## config.mk

```make
export PLATFORM = sky130hd
export DESIGN_NAME = text_byte_to_codepoint_decoder
export DESIGN_NICKNAME = d
export VERILOG_FILES = /design/src/tbcd_pkg.sv /design/src/text_byte_to_codepoint_decoder.sv /design/src/tbcd_cfg.sv /design/src/tbcd_step.sv /design/src/tbcd_out.sv
export SDC_FILE = /design/constraint.sdc
export NUM_CORES = 1
export LEC_CHECK = 0
export BUFFER_PORTS_ARGS = -buffer_cell sky130_fd_sc_hd__buf_2
export CAP_MARGIN = 20
export CORE_ASPECT_RATIO = 1.5
export CORE_UTILIZATION = 35
export CTS_CLUSTER_SIZE = 30
export DETAILED_ROUTE_END_ITERATION = 7
export PLACE_DENSITY = 0.6
export REMOVE_ABC_BUFFERS = 1
export SKIP_LAST_GASP = 1
export SLEW_MARGIN = 40
export SYNTH_ARGS = -nofsm -noshare
export SYNTH_HDL_FRONTEND = slang
export SYNTH_SLANG_ARGS = --single-unit
```

## constraint.sdc

```tcl
create_clock -name clk -period 3.24 [get_ports clk]
set_input_delay 0.648 -clock clk [delete_from_list [all_inputs] [get_ports clk]]
set_output_delay 0.648 -clock clk [all_outputs]
set_load 0.01 [all_outputs]
```

## src/tbcd_pkg.sv

```systemverilog
// Shared types and constants for the text byte to character code decoder.
// No dependencies; used by every module of the block.
`default_nettype none

package tbcd_pkg;

  localparam int unsigned MODE_W = 2;
  localparam int unsigned BYTE_W = 8;
  localparam int unsigned CODE_W = 16;
  localparam int unsigned NEED_W = 2;
  localparam int unsigned ADDR_W = 3;

  localparam logic [ADDR_W-1:0] ADDR_ENCODING_MODE = 3'd0;

  localparam logic [MODE_W-1:0] MODE_RAW   = 2'd0;
  localparam logic [MODE_W-1:0] MODE_UTF8  = 2'd1;
  localparam logic [MODE_W-1:0] MODE_UCS2  = 2'd2;
  localparam logic [MODE_W-1:0] MODE_RESET = MODE_UTF8;

  localparam logic [NEED_W-1:0] NEED_NONE = 2'd0;
  localparam logic [NEED_W-1:0] NEED_ONE  = 2'd1;
  localparam logic [NEED_W-1:0] NEED_TWO  = 2'd2;

  // One decoded character headed for the output register.
  typedef struct packed {
    logic              emit;
    logic [CODE_W-1:0] code;
    logic              last;
  } char_req_t;

endpackage

`default_nettype wire

```

## src/text_byte_to_codepoint_decoder.sv

```systemverilog
// Top level of the text byte to character code decoder.
// Instantiates tbcd_cfg, tbcd_step and tbcd_out; depends on tbcd_pkg.
//
// Takes one text byte per cycle and gives 16-bit character codes: raw bytes
// (mode 0, also mode 3), lenient UTF-8 of up to three bytes (mode 1, the
// reset value) or big-endian UCS-2 pairs (mode 2), selected by the register
// at address 0. A byte is decoded in the cycle it is taken and its code, if
// any, appears in the output register in the following cycle; a new byte can be
// taken every cycle. The only limit on rate is the single output register:
// in_stall is high while that register holds a code that out_stall holds
// back. A byte marked last always yields a code marked last, with missing
// trailing bytes taken as zero. Change the mode only while idle.
`default_nettype none

module text_byte_to_codepoint_decoder (
  input  wire logic        clk,
  input  wire logic        rst_n,
  input  wire logic        psel,
  input  wire logic        penable,
  input  wire logic        pwrite,
  input  wire logic [2:0]  paddr,
  input  wire logic [31:0] pwdata,
  output logic      [31:0] prdata,
  output logic             pready,
  input  wire logic        in_valid,
  output logic             in_stall,
  input  wire logic [7:0]  in_text_byte,
  input  wire logic        in_last_byte,
  output logic             out_valid,
  input  wire logic        out_stall,
  output logic      [15:0] out_char_code,
  output logic             out_last_char
);

  logic [tbcd_pkg::MODE_W-1:0] mode;
  logic                        accept;
  logic                        busy;
  tbcd_pkg::char_req_t         req;

  assign in_stall = busy;
  assign accept   = in_valid && !busy;

  tbcd_cfg u_cfg (
    .clk     (clk),
    .rst_n   (rst_n),
    .psel    (psel),
    .penable (penable),
    .pwrite  (pwrite),
    .paddr   (paddr),
    .pwdata  (pwdata),
    .prdata  (prdata),
    .pready  (pready),
    .mode    (mode)
  );

  tbcd_step u_step (
    .clk       (clk),
    .rst_n     (rst_n),
    .accept    (accept),
    .mode      (mode),
    .text_byte (in_text_byte),
    .last_byte (in_last_byte),
    .req       (req)
  );

  tbcd_out u_out (
    .clk           (clk),
    .rst_n         (rst_n),
    .accept        (accept),
    .req           (req),
    .busy          (busy),
    .out_valid     (out_valid),
    .out_stall     (out_stall),
    .out_char_code (out_char_code),
    .out_last_char (out_last_char)
  );

endmodule

`default_nettype wire

```

## src/tbcd_cfg.sv

```systemverilog
// APB-style configuration register holding the encoding mode.
// Depends on tbcd_pkg.
`default_nettype none

module tbcd_cfg (
  input  wire logic                         clk,
  input  wire logic                         rst_n,
  input  wire logic                         psel,
  input  wire logic                         penable,
  input  wire logic                         pwrite,
  input  wire logic [2:0]                   paddr,
  input  wire logic [31:0]                  pwdata,
  output logic      [31:0]                  prdata,
  output logic                              pready,
  output logic      [tbcd_pkg::MODE_W-1:0]  mode
);

  logic [tbcd_pkg::MODE_W-1:0] mode_r;
  logic [tbcd_pkg::MODE_W-1:0] mode_nxt;
  logic                        wr_en;
  logic                        sel_mode;

  assign sel_mode = (paddr[2] == tbcd_pkg::ADDR_ENCODING_MODE[2]);
  assign wr_en    = psel && penable && pwrite && sel_mode;

  always_comb begin
    mode_nxt = mode_r;
    if (wr_en) begin
      mode_nxt = pwdata[tbcd_pkg::MODE_W-1:0];
    end
  end

  always_ff @(posedge clk) begin
    if (!rst_n) begin
      mode_r <= tbcd_pkg::MODE_RESET;
    end else begin
      mode_r <= mode_nxt;
    end
  end

  assign pready = 1'b1;
  assign prdata = sel_mode ? {{(32 - tbcd_pkg::MODE_W){1'b0}}, mode_r} : 32'd0;
  assign mode   = mode_r;

endmodule

`default_nettype wire

```

## src/tbcd_step.sv

```systemverilog
// Per-byte decode: pending sequence state and the next-code logic.
// Depends on tbcd_pkg.
`default_nettype none

module tbcd_step (
  input  wire logic                         clk,
  input  wire logic                         rst_n,
  input  wire logic                         accept,
  input  wire logic [tbcd_pkg::MODE_W-1:0]  mode,
  input  wire logic [tbcd_pkg::BYTE_W-1:0]  text_byte,
  input  wire logic                         last_byte,
  output tbcd_pkg::char_req_t               req
);

  logic [tbcd_pkg::NEED_W-1:0] need_r;
  logic [tbcd_pkg::NEED_W-1:0] need_nxt;
  logic [tbcd_pkg::CODE_W-1:0] part_r;
  logic [tbcd_pkg::CODE_W-1:0] part_nxt;

  logic [tbcd_pkg::NEED_W-1:0] need_dec;
  logic [tbcd_pkg::CODE_W-1:0] cont_code;
  logic                        emit;
  logic [tbcd_pkg::CODE_W-1:0] code;

  assign need_dec  = need_r - tbcd_pkg::NEED_ONE;
  assign cont_code = (need_r == tbcd_pkg::NEED_TWO)
                   ? (part_r | {4'd0, text_byte[5:0], 6'd0})
                   : (part_r | {10'd0, text_byte[5:0]});

  always_comb begin
    emit     = 1'b1;
    code     = {8'd0, text_byte};
    need_nxt = tbcd_pkg::NEED_NONE;
    part_nxt = '0;
    unique case (mode)
      tbcd_pkg::MODE_UTF8: begin
        if (need_r != tbcd_pkg::NEED_NONE) begin
          code     = cont_code;
          emit     = (need_dec == tbcd_pkg::NEED_NONE) || last_byte;
          need_nxt = need_dec;
          part_nxt = cont_code;
        end else if (text_byte[7:5] == 3'b110) begin
          code     = {5'd0, text_byte[4:0], 6'd0};
          emit     = last_byte;
          need_nxt = tbcd_pkg::NEED_ONE;
          part_nxt = code;
        end else if (text_byte[7:4] == 4'b1110) begin
          code     = {text_byte[3:0], 12'd0};
          emit     = last_byte;
          need_nxt = tbcd_pkg::NEED_TWO;
          part_nxt = code;
        end
      end
      tbcd_pkg::MODE_UCS2: begin
        if (need_r != tbcd_pkg::NEED_NONE) begin
          code = part_r | {8'd0, text_byte};
        end else begin
          code     = {text_byte, 8'd0};
          emit     = last_byte;
          need_nxt = tbcd_pkg::NEED_ONE;
          part_nxt = code;
        end
      end
      default: begin
      end
    endcase
    // any emitted code closes the pending sequence
    if (emit) begin
      need_nxt = tbcd_pkg::NEED_NONE;
      part_nxt = '0;
    end
  end

  always_ff @(posedge clk) begin
    if (!rst_n) begin
      need_r <= tbcd_pkg::NEED_NONE;
      part_r <= '0;
    end else if (accept) begin
      need_r <= need_nxt;
      part_r <= part_nxt;
    end
  end

  assign req.emit = emit;
  assign req.code = code;
  assign req.last = last_byte;

endmodule

`default_nettype wire

```

## src/tbcd_out.sv

```systemverilog
// Result register with valid/stall handshake toward the consumer.
// Depends on tbcd_pkg.
`default_nettype none

module tbcd_out (
  input  wire logic                         clk,
  input  wire logic                         rst_n,
  input  wire logic                         accept,
  input  wire tbcd_pkg::char_req_t          req,
  output logic                              busy,
  output logic                              out_valid,
  input  wire logic                         out_stall,
  output logic      [tbcd_pkg::CODE_W-1:0]  out_char_code,
  output logic                              out_last_char
);

  logic                        valid_r;
  logic                        valid_nxt;
  logic [tbcd_pkg::CODE_W-1:0] code_r;
  logic                        last_r;
  logic                        load;

  assign busy = valid_r && out_stall;
  assign load = accept && req.emit;

  always_comb begin
    valid_nxt = valid_r;
    if (load) begin
      valid_nxt = 1'b1;
    end else if (valid_r && !out_stall) begin
      valid_nxt = 1'b0;
    end
  end

  always_ff @(posedge clk) begin
    if (!rst_n) begin
      valid_r <= 1'b0;
    end else begin
      valid_r <= valid_nxt;
    end
  end

  always_ff @(posedge clk) begin
    if (load) begin
      code_r <= req.code;
      last_r <= req.last;
    end
  end

  assign out_valid     = valid_r;
  assign out_char_code = code_r;
  assign out_last_char = last_r;

endmodule

`default_nettype wire

```

==> results_dict.tcl, run 1 <==
set metrics [dict create \
    status "completed" \
    skew_ps 4.39 \
    place.port_buffers 39 \
    area_occupied_by_multi_input_gates_mm2 0.00113 \
    postSynthAreaPerCell_um2 8.45 \
    report.final.setup_viol 0 \
    diodes 0 \
    power.leakage_nw 1.05 \
    worst_ep_required_time_ps 3280 \
    cell_internal_pwr_mw 0.799 \
    setup_total_negative_slack_ps 0 \
    pin_count 103 \
    rrSetupSlack_ps 970 \
    cp-startpoint "u_step.need_r[1]$_SDFFE_PN0P_" \
    routed_wire_length_per_instance_um 15.4 \
    initial_antenna_violation_count 0 \
    synth-edff-count 17 \
    startpoint_type "flip-flop" \
    postCtsResizedCells 0 \
    detailedRoute.firstPassIterationCount 4 \
    area_of_the_core_region_mm2 0.00622 \
    slew_violations 0 \
    grt_first_pass_wirelength_mm 8.98 \
    design_power_total_mw 1.08 \
    timing.rr.end "u_out.out_char_code[4]$_DFFE_PP_" \
    instances_no_fill 376 \
    number_of_max_cap_violations 0 \
    netSwitchingPower_mw 0.281 \
    postRouteWirelength_mm 5.77 \
    layout.cells.most_common "sky130_fd_sc_hd__buf_2" \
    clockRootBuffer "sky130_fd_sc_hd__clkbuf_8" \
    min_delay_path_class "flip-flop to flip-flop" \
    cpLargestDelayFamily "simple AND/OR/NAND/NOR gates" \
    path_clk_slew_ps 80 \
    synth_area_mm2 0.00230 \
    yosys_register_bits 38 \
    postCtsSetupBuffers 0 \
    placed_cells_incl_taps 368 \
    hold_path_depth 2 \
    ys_seq_area_share_pct 40.5 \
    worstPathMaxFanout 17 \
    grt_start_max_net_pins 21 \
    worstRegToRegCells 5 \
    via_count_of_the_first_global_routing_pass 1832 \
    postLayoutCellArea_mm2 0.00252 \
    ff_latch_area_um2 931 \
    crit-reg2reg-launch "u_step.need_r[1]$_SDFFE_PN0P_" \
    rows 35 \
    grt_setup_unrepaired "false" \
    dp_hpwl_mm 4.12 \
    ys.warnings.count 0 \
    drt-initial-drc-count 175 \
    globalRoute.totalOverflow 0 \
    layout-area-overhead-vs-synth_pct 9.70 \
    dr_total_vias 2069 \
    power.share.clock_pct 36.5 \
    synth_cell_types 47 \
    grt_util_all_layers_pct 17.6 \
    cp.buffers_inverters 1 \
    criticalPathCategory "flip-flop to flip-flop" \
    floorplan.initialDensity_pct 36.9 \
    chipHeight_um 101 \
    critPathMaxStageDelay_ps 480 \
    ys_dominant_reg_cell "sky130_fd_sc_hd__dfxtp_1" \
    finalCoreUtilization_pct 40.5 \
    die_width_um 68.2 \
    logic_pwr_share_pct 14.6 \
    drt.antenna.violating_nets 0 \
    timing.hold.worst_endpoint "u_step.part_r[13]$_SDFFE_PN0P_" \
    nature_of_the_critical_path_endpoint "flip-flop" \
    period_utilisation_layout_pct 69.9 \
    num-nets-final 354 \
    clk-insertion-delay-late_ps 290 \
    final_cell_mix "sky130_fd_sc_hd__buf_2, sky130_fd_sc_hd__nand2_1, sky130_fd_sc_hd__conb_1, sky130_fd_sc_hd__dfxtp_1, sky130_fd_sc_hd__nor2_1" \
    drive_above_1_share_pct 17.5 \
    fin_crit_ps 2270 \
    fill_cells 658 \
    seq_power_share_pct 48.8 \
    worst-slew-pin-transition_ps 710 \
    die_area_mm2 0.00690 \
    postPlaceCellArea_mm2 0.00241 \
    synth_async_sr_flop_share_pct 0 \
    critical-path-slowest-cell "sky130_fd_sc_hd__dfxtp_1" \
    htree_num_levels 2 \
    critical_path_arrival_ps 2300 \
    maxClockFrequency_mhz 441 \
    power_density_mw_per_mm2 429 \
    min_from "u_step.part_r[13]$_SDFFE_PN0P_" \
    ir_drop_v 0.000201 \
    clock-sinks 38 \
    detail_route.vias_per_cell 5.50 \
    cells_traversed_along_the_worst_timing_path "or3_1 -> or3b_4 -> a21oi_4 -> nor2_1 -> buf_4" \
    clk_path_buf_depth 2 \
    hold_buffers 0 \
    max_slew_margin_pct 52.5 \
    switching_share_pct 26.0 \
    place.gp.congestion 0.877 \
    numCtsBuffers 5 \
    syn-instance-count 272 \
    cts_tree "built" \
    finalHoldViolCount 0 \
    drt_drc_violations_left 0 \
]
-- state kept, by name, summed over array words and instances, names as in the netlist --
signal               cells
u_out.out_valid          1
u_step.need_r            2
u_out.out_char_code     16
u_cfg.mode               2
u_step.part_r           16
u_out.out_last_char      1
-- synth_stat cells, types with 3 or more instances --
cell	n	area [um^2]
sky130_fd_sc_hd__a32oi_1	3	26.3
sky130_fd_sc_hd__clkbuf_1	16	60.1
sky130_fd_sc_hd__inv_1	12	45.0
sky130_fd_sc_hd__o21ai_0	16	80.1
sky130_fd_sc_hd__o22ai_1	5	31.3
sky130_fd_sc_hd__a22oi_1	4	30.0
sky130_fd_sc_hd__a21o_1	3	22.5
sky130_fd_sc_hd__nand3_1	9	45.0
sky130_fd_sc_hd__a21oi_1	19	95.1
sky130_fd_sc_hd__a21boi_1	7	52.6
sky130_fd_sc_hd__nor2_1	20	75.1
sky130_fd_sc_hd__nand2_1	31	116
sky130_fd_sc_hd__o31ai_1	4	30.0
sky130_fd_sc_hd__buf_4	31	233
sky130_fd_sc_hd__a32o_1	3	30.0
sky130_fd_sc_hd__nand4_1	3	18.8
sky130_fd_sc_hd__edfxtp_1	17	510
sky130_fd_sc_hd__nor3_1	3	15.0
sky130_fd_sc_hd__a31oi_1	4	25.0
sky130_fd_sc_hd__a22o_1	6	52.6
sky130_fd_sc_hd__dfxtp_1	21	420
-- tightest hold or removal path: cells and delay by family (launching register included) --
kind,cells,cell delay (ps)
flops,1,320
compound gates,1,60
buf+inv,1,50
-- final cells by class --
type	instances	area share [%]
Timing Repair Buffer	41	8.34
Inverter	12	1.79
Multi-Input combinational cell	203	44.9
Clock buffer	5	2.73
Sequential cell	38	36.9
Tap cell	74	3.67
Clock inverter	3	1.59
-- layer usage --
| layer | vias up | part of all wire, % | track usage (%) |
|---|---|---|---|
| li1 | 974 | - | - |
| met4 | 0 | 3.8 | 10.9 |
| met3 | 17 | 7.4 | 2.25 |
| met2 | 121 | 51 | 29.8 |
| met1 | 957 | 38 | 20.3 |
| met5 | - | 0 | 0 |
-- power by group through the flow --
stage	clock network, mW	logic [mW]	registers, mW
final	0.395	0.158	0.527
after global routing	0.420	0.173	0.530
after detailed placement	0	0.156	0.539
after global placement	0	0.155	0.538
after CTS	0.406	0.157	0.528
after floorplan	0	0.0800	0.550
-- worst max path at each step --
stage / to / slack (ps) / cells after the start
finish: u_out.out_char_code[4]$_DFFE_PP_ / 970 / 5
global route: u_out.out_char_code[2]$_DFFE_PP_ / 900 / 5
CTS: u_out.out_char_code[0]$_DFFE_PP_ / 1010 / 5
detailed placement: u_out.out_char_code[1]$_DFFE_PP_ / 810 / 6
global placement: u_out.out_char_code[4]$_DFFE_PP_ / 820 / 6
floorplan: u_out.out_char_code[0]$_DFFE_PP_ / 940 / 5
-- per-stage QoR --
step | worst slack (ps) | hold WS, ps
final | 975 | 468
after detailed placement | 809 | 459
after CTS | 1010 | 470
after global placement | 819 | 446
after global routing | 901 | 487
after floorplan | 942 | 434
-- kinds of logic (layout without fill, tap and decap cells) --
| logic type | count (synthesis) | count (layout) | synth area share, % |
|---|---|---|---|
| AO/OA/AOI/OAI | 89 | 89 | 26.7 |
| buffers and inverters | 60 | 61 | 14.9 |
| adder cells (fa/ha/maj) | 2 | 2 | 1.09 |
| other | 2 | 31 | 0.327 |
| AND/OR/NAND/NOR | 80 | 80 | 16.0 |
| flip-flops | 38 | 38 | 40.5 |
| multiplexers | 1 | 1 | 0.436 |
(Power assumes the default switching activity.)
==> inputs of run 2 (changes only) <==
Settings changed: ABC_AREA set to 1.
Clock period 3.24 ns to 2.28 ns, I/O delays scaled along.
==> run 2 against run 1 <==
Non-clock buffer count grew 5. Synthesized cell count rose by 22%. Hold slack got worse by 100 ps. Combinational power up 75%. Worst setup slack worse by 600 ps. Via count increased by 5.9%. Die area rose by 5.0%. Core utilization is 0.93 points higher. Final cell count grew 20%. Fmax up 19%. Sequential cell count is the same. Critical endpoint is now u_out.out_char_code[0]$_DFFE_PP_. Largest power group unchanged.
==> results_dict.tcl, run 2 <==
set metrics [dict create \
    worstPathMaxFanout 17 \
    globalRoute.totalOverflow 0 \
    power.leakage_nw 1.25 \
    yosys_register_bits 38 \
    synth_area_mm2 0.00241 \
    grt_start_max_net_pins 20 \
    synth_cell_types 31 \
    critical_path_arrival_ps 1910 \
    grt_first_pass_wirelength_mm 9.29 \
    synth_async_sr_flop_share_pct 0 \
    power_density_mw_per_mm2 635 \
    crit_top_cell "sky130_fd_sc_hd__nand2_2" \
    clockRootBuffer "sky130_fd_sc_hd__clkbuf_8" \
    ys_dominant_reg_cell "sky130_fd_sc_hd__dfxtp_1" \
    diodes 0 \
    skew_ps 5.10 \
    critPathMaxStageDelay_ps 670 \
    max_slew_margin_pct 59.7 \
    setup_total_negative_slack_ps 0 \
    clock-sinks 38 \
    slew_violations 0 \
    worstRegToRegCells 9 \
    die_width_um 69.8 \
    top_layer "met4" \
    switching_share_pct 26.1 \
    ir_drop_v 0.000269 \
    area_of_the_core_region_mm2 0.00658 \
    crit_cells 9 \
    critical-path-slowest-cell "sky130_fd_sc_hd__dfxtp_1" \
    criticalPathCategory "flip-flop to flip-flop" \
    layout.cells.most_common "sky130_fd_sc_hd__nand2_1" \
    floorplan.initialDensity_pct 36.7 \
    place.gp.congestion 0.875 \
    place.port_buffers 39 \
    drt-initial-drc-count 136 \
    status "completed" \
    syn-instance-count 333 \
    postCtsSetupBuffers 0 \
    detail_route.vias_per_cell 4.86 \
    postCtsResizedCells 0 \
    finalHoldViolCount 0 \
    cell_internal_pwr_mw 1.28 \
    final_cell_mix "sky130_fd_sc_hd__nand2_1, sky130_fd_sc_hd__buf_2, sky130_fd_sc_hd__a21oi_1" \
    min_delay_path_class "input port to flip-flop" \
    grt_setup_unrepaired "false" \
    synth.top_cells.by_area "sky130_fd_sc_hd__edfxtp_1, sky130_fd_sc_hd__dfxtp_1, sky130_fd_sc_hd__nand2_1" \
    via_count_of_the_first_global_routing_pass 1963 \
    drive_above_1_share_pct 18.7 \
    met2RoutedLength_mm 2.93 \
    cp.buffers_inverters 3 \
    maxClockFrequency_mhz 526 \
    cells_traversed_along_the_worst_timing_path "inv_2 -> nand2_2 -> nor2_2 -> nand2_2 -> nand2_2 -> nand2_4 -> nand2_1 -> inv_1 -> buf_12" \
    power.share.clock_pct 40.2 \
    seq_power_share_pct 43.8 \
    die_area_mm2 0.00724 \
    postSynthAreaPerCell_um2 7.25 \
    cts_tree "built" \
    drt.antenna.violating_nets 0 \
    synth_top_cell_by_area "sky130_fd_sc_hd__edfxtp_1" \
    startpoint_type "flip-flop" \
    worst-slew-pin-transition_ps 601 \
    netlist_top_cells_count "sky130_fd_sc_hd__nand2_1, sky130_fd_sc_hd__a21oi_1, sky130_fd_sc_hd__buf_4, sky130_fd_sc_hd__inv_1, sky130_fd_sc_hd__nor2_1" \
    numCtsBuffers 5 \
    chipHeight_um 104 \
    num-nets-final 427 \
    number_of_max_cap_violations 0 \
    period_utilisation_layout_pct 83.4 \
    logic_pwr_share_pct 16.0 \
    cpLargestDelayFamily "flip-flops" \
    netSwitchingPower_mw 0.452 \
    rows 36 \
    grt_util_all_layers_pct 16.2 \
    dr_total_vias 2192 \
    pin_count 103 \
    synthMostInstantiatedCell "sky130_fd_sc_hd__nand2_1" \
    placed_cells_incl_taps 443 \
    htree_num_levels 2 \
    postRouteWirelength_mm 5.63 \
    clk-insertion-delay-late_ps 300 \
    detailedRoute.firstPassIterationCount 4 \
    post-synth-top-area-fraction_pct 21.1 \
    synth-edff-count 17 \
    nature_of_the_critical_path_endpoint "flip-flop" \
    drt_drc_violations_left 0 \
    metal_1_wl_mm 2.23 \
    path_clk_slew_ps 80 \
    report.final.setup_viol 0 \
    routed_wire_length_per_instance_um 12.5 \
    hold_buffers 0 \
    clk_path_buf_depth 2 \
    dp_hpwl_mm 4.13 \
    ys.warnings.count 0 \
    ys_seq_area_share_pct 38.5 \
    dr_wl_met3_um 306 \
    instances_no_fill 451 \
    fin_crit_ps 1900 \
    worst_ep_required_time_ps 2290 \
    hold_path_depth 2 \
    layout-area-overhead-vs-synth_pct 12.9 \
    initial_antenna_violation_count 0 \
]
run 2: logic make-up (layout without fill, tap and decap cells):
family	Yosys count	in the layout	synth area share (%)
DFF	38	38	38.5
other	2	31	0.311
adders and majority gates	2	2	1.04
and+or+nand+nor	143	143	25.6
buffers and inverters	76	89	17.5
AOI/OAI and AO/OA	72	72	17.0
run 2: final cells by class:
| type | count | area (um^2) |
|---|---|---|
| Clock inverter | 3 | 68.8 |
| Multi-Input combinational cell | 248 | 1170 |
| Clock buffer | 5 | 68.8 |
| Inverter | 35 | 131 |
| Tap cell | 76 | 95.1 |
| Timing Repair Buffer | 46 | 260 |
| Fill cell | 696 | 3850 |
| Sequential cell | 38 | 931 |
run 2: routing by layer:
metal,up-vias,track usage (%)
li1,1103,-
met3,13,2.82
met5,-,0
met2,80,28.5
met4,0,7.57
met1,996,18.7
run 2: worst paths after layout:
path,slack (ps),end,start
min reg2reg,470,u_step.part_r[15]$_SDFFE_PN0P_,u_step.part_r[15]$_SDFFE_PN0P_
max,380,u_out.out_char_code[0]$_DFFE_PP_,u_step.need_r[0]$_SDFFE_PN0P_
max reg2reg,380,u_out.out_char_code[0]$_DFFE_PP_,u_step.need_r[0]$_SDFFE_PN0P_
min,370,u_cfg.mode[0]$_SDFFE_PN1P_,rst_n
run 2: power by group through the flow:
stage | clock network, mW | logic (mW) | registers (mW)
CTS | 0.706 | 0.277 | 0.760
global placement | 0 | 0.277 | 0.774
finish | 0.695 | 0.277 | 0.759
floorplan | 0 | 0.147 | 0.794
detailed placement | 0 | 0.277 | 0.776
global route | 0.731 | 0.306 | 0.762
run 2: per-stage QoR:
step / total power [mW] / utilization [%] / setup slack, ps / hold WS, ps / cell area (um^2)
floorplan: 0.940 / - / 276 / 440 / 2230
global placement: 1.05 / 39.4 / 394 / 450 / 2590
detailed placement: 1.05 / 39.4 / 392 / 456 / 2590
CTS: 1.74 / 41.5 / 356 / 363 / 2730
global route: 1.80 / 41.5 / 203 / 373 / 2730
finish: 1.73 / 41.5 / 379 / 367 / 2730
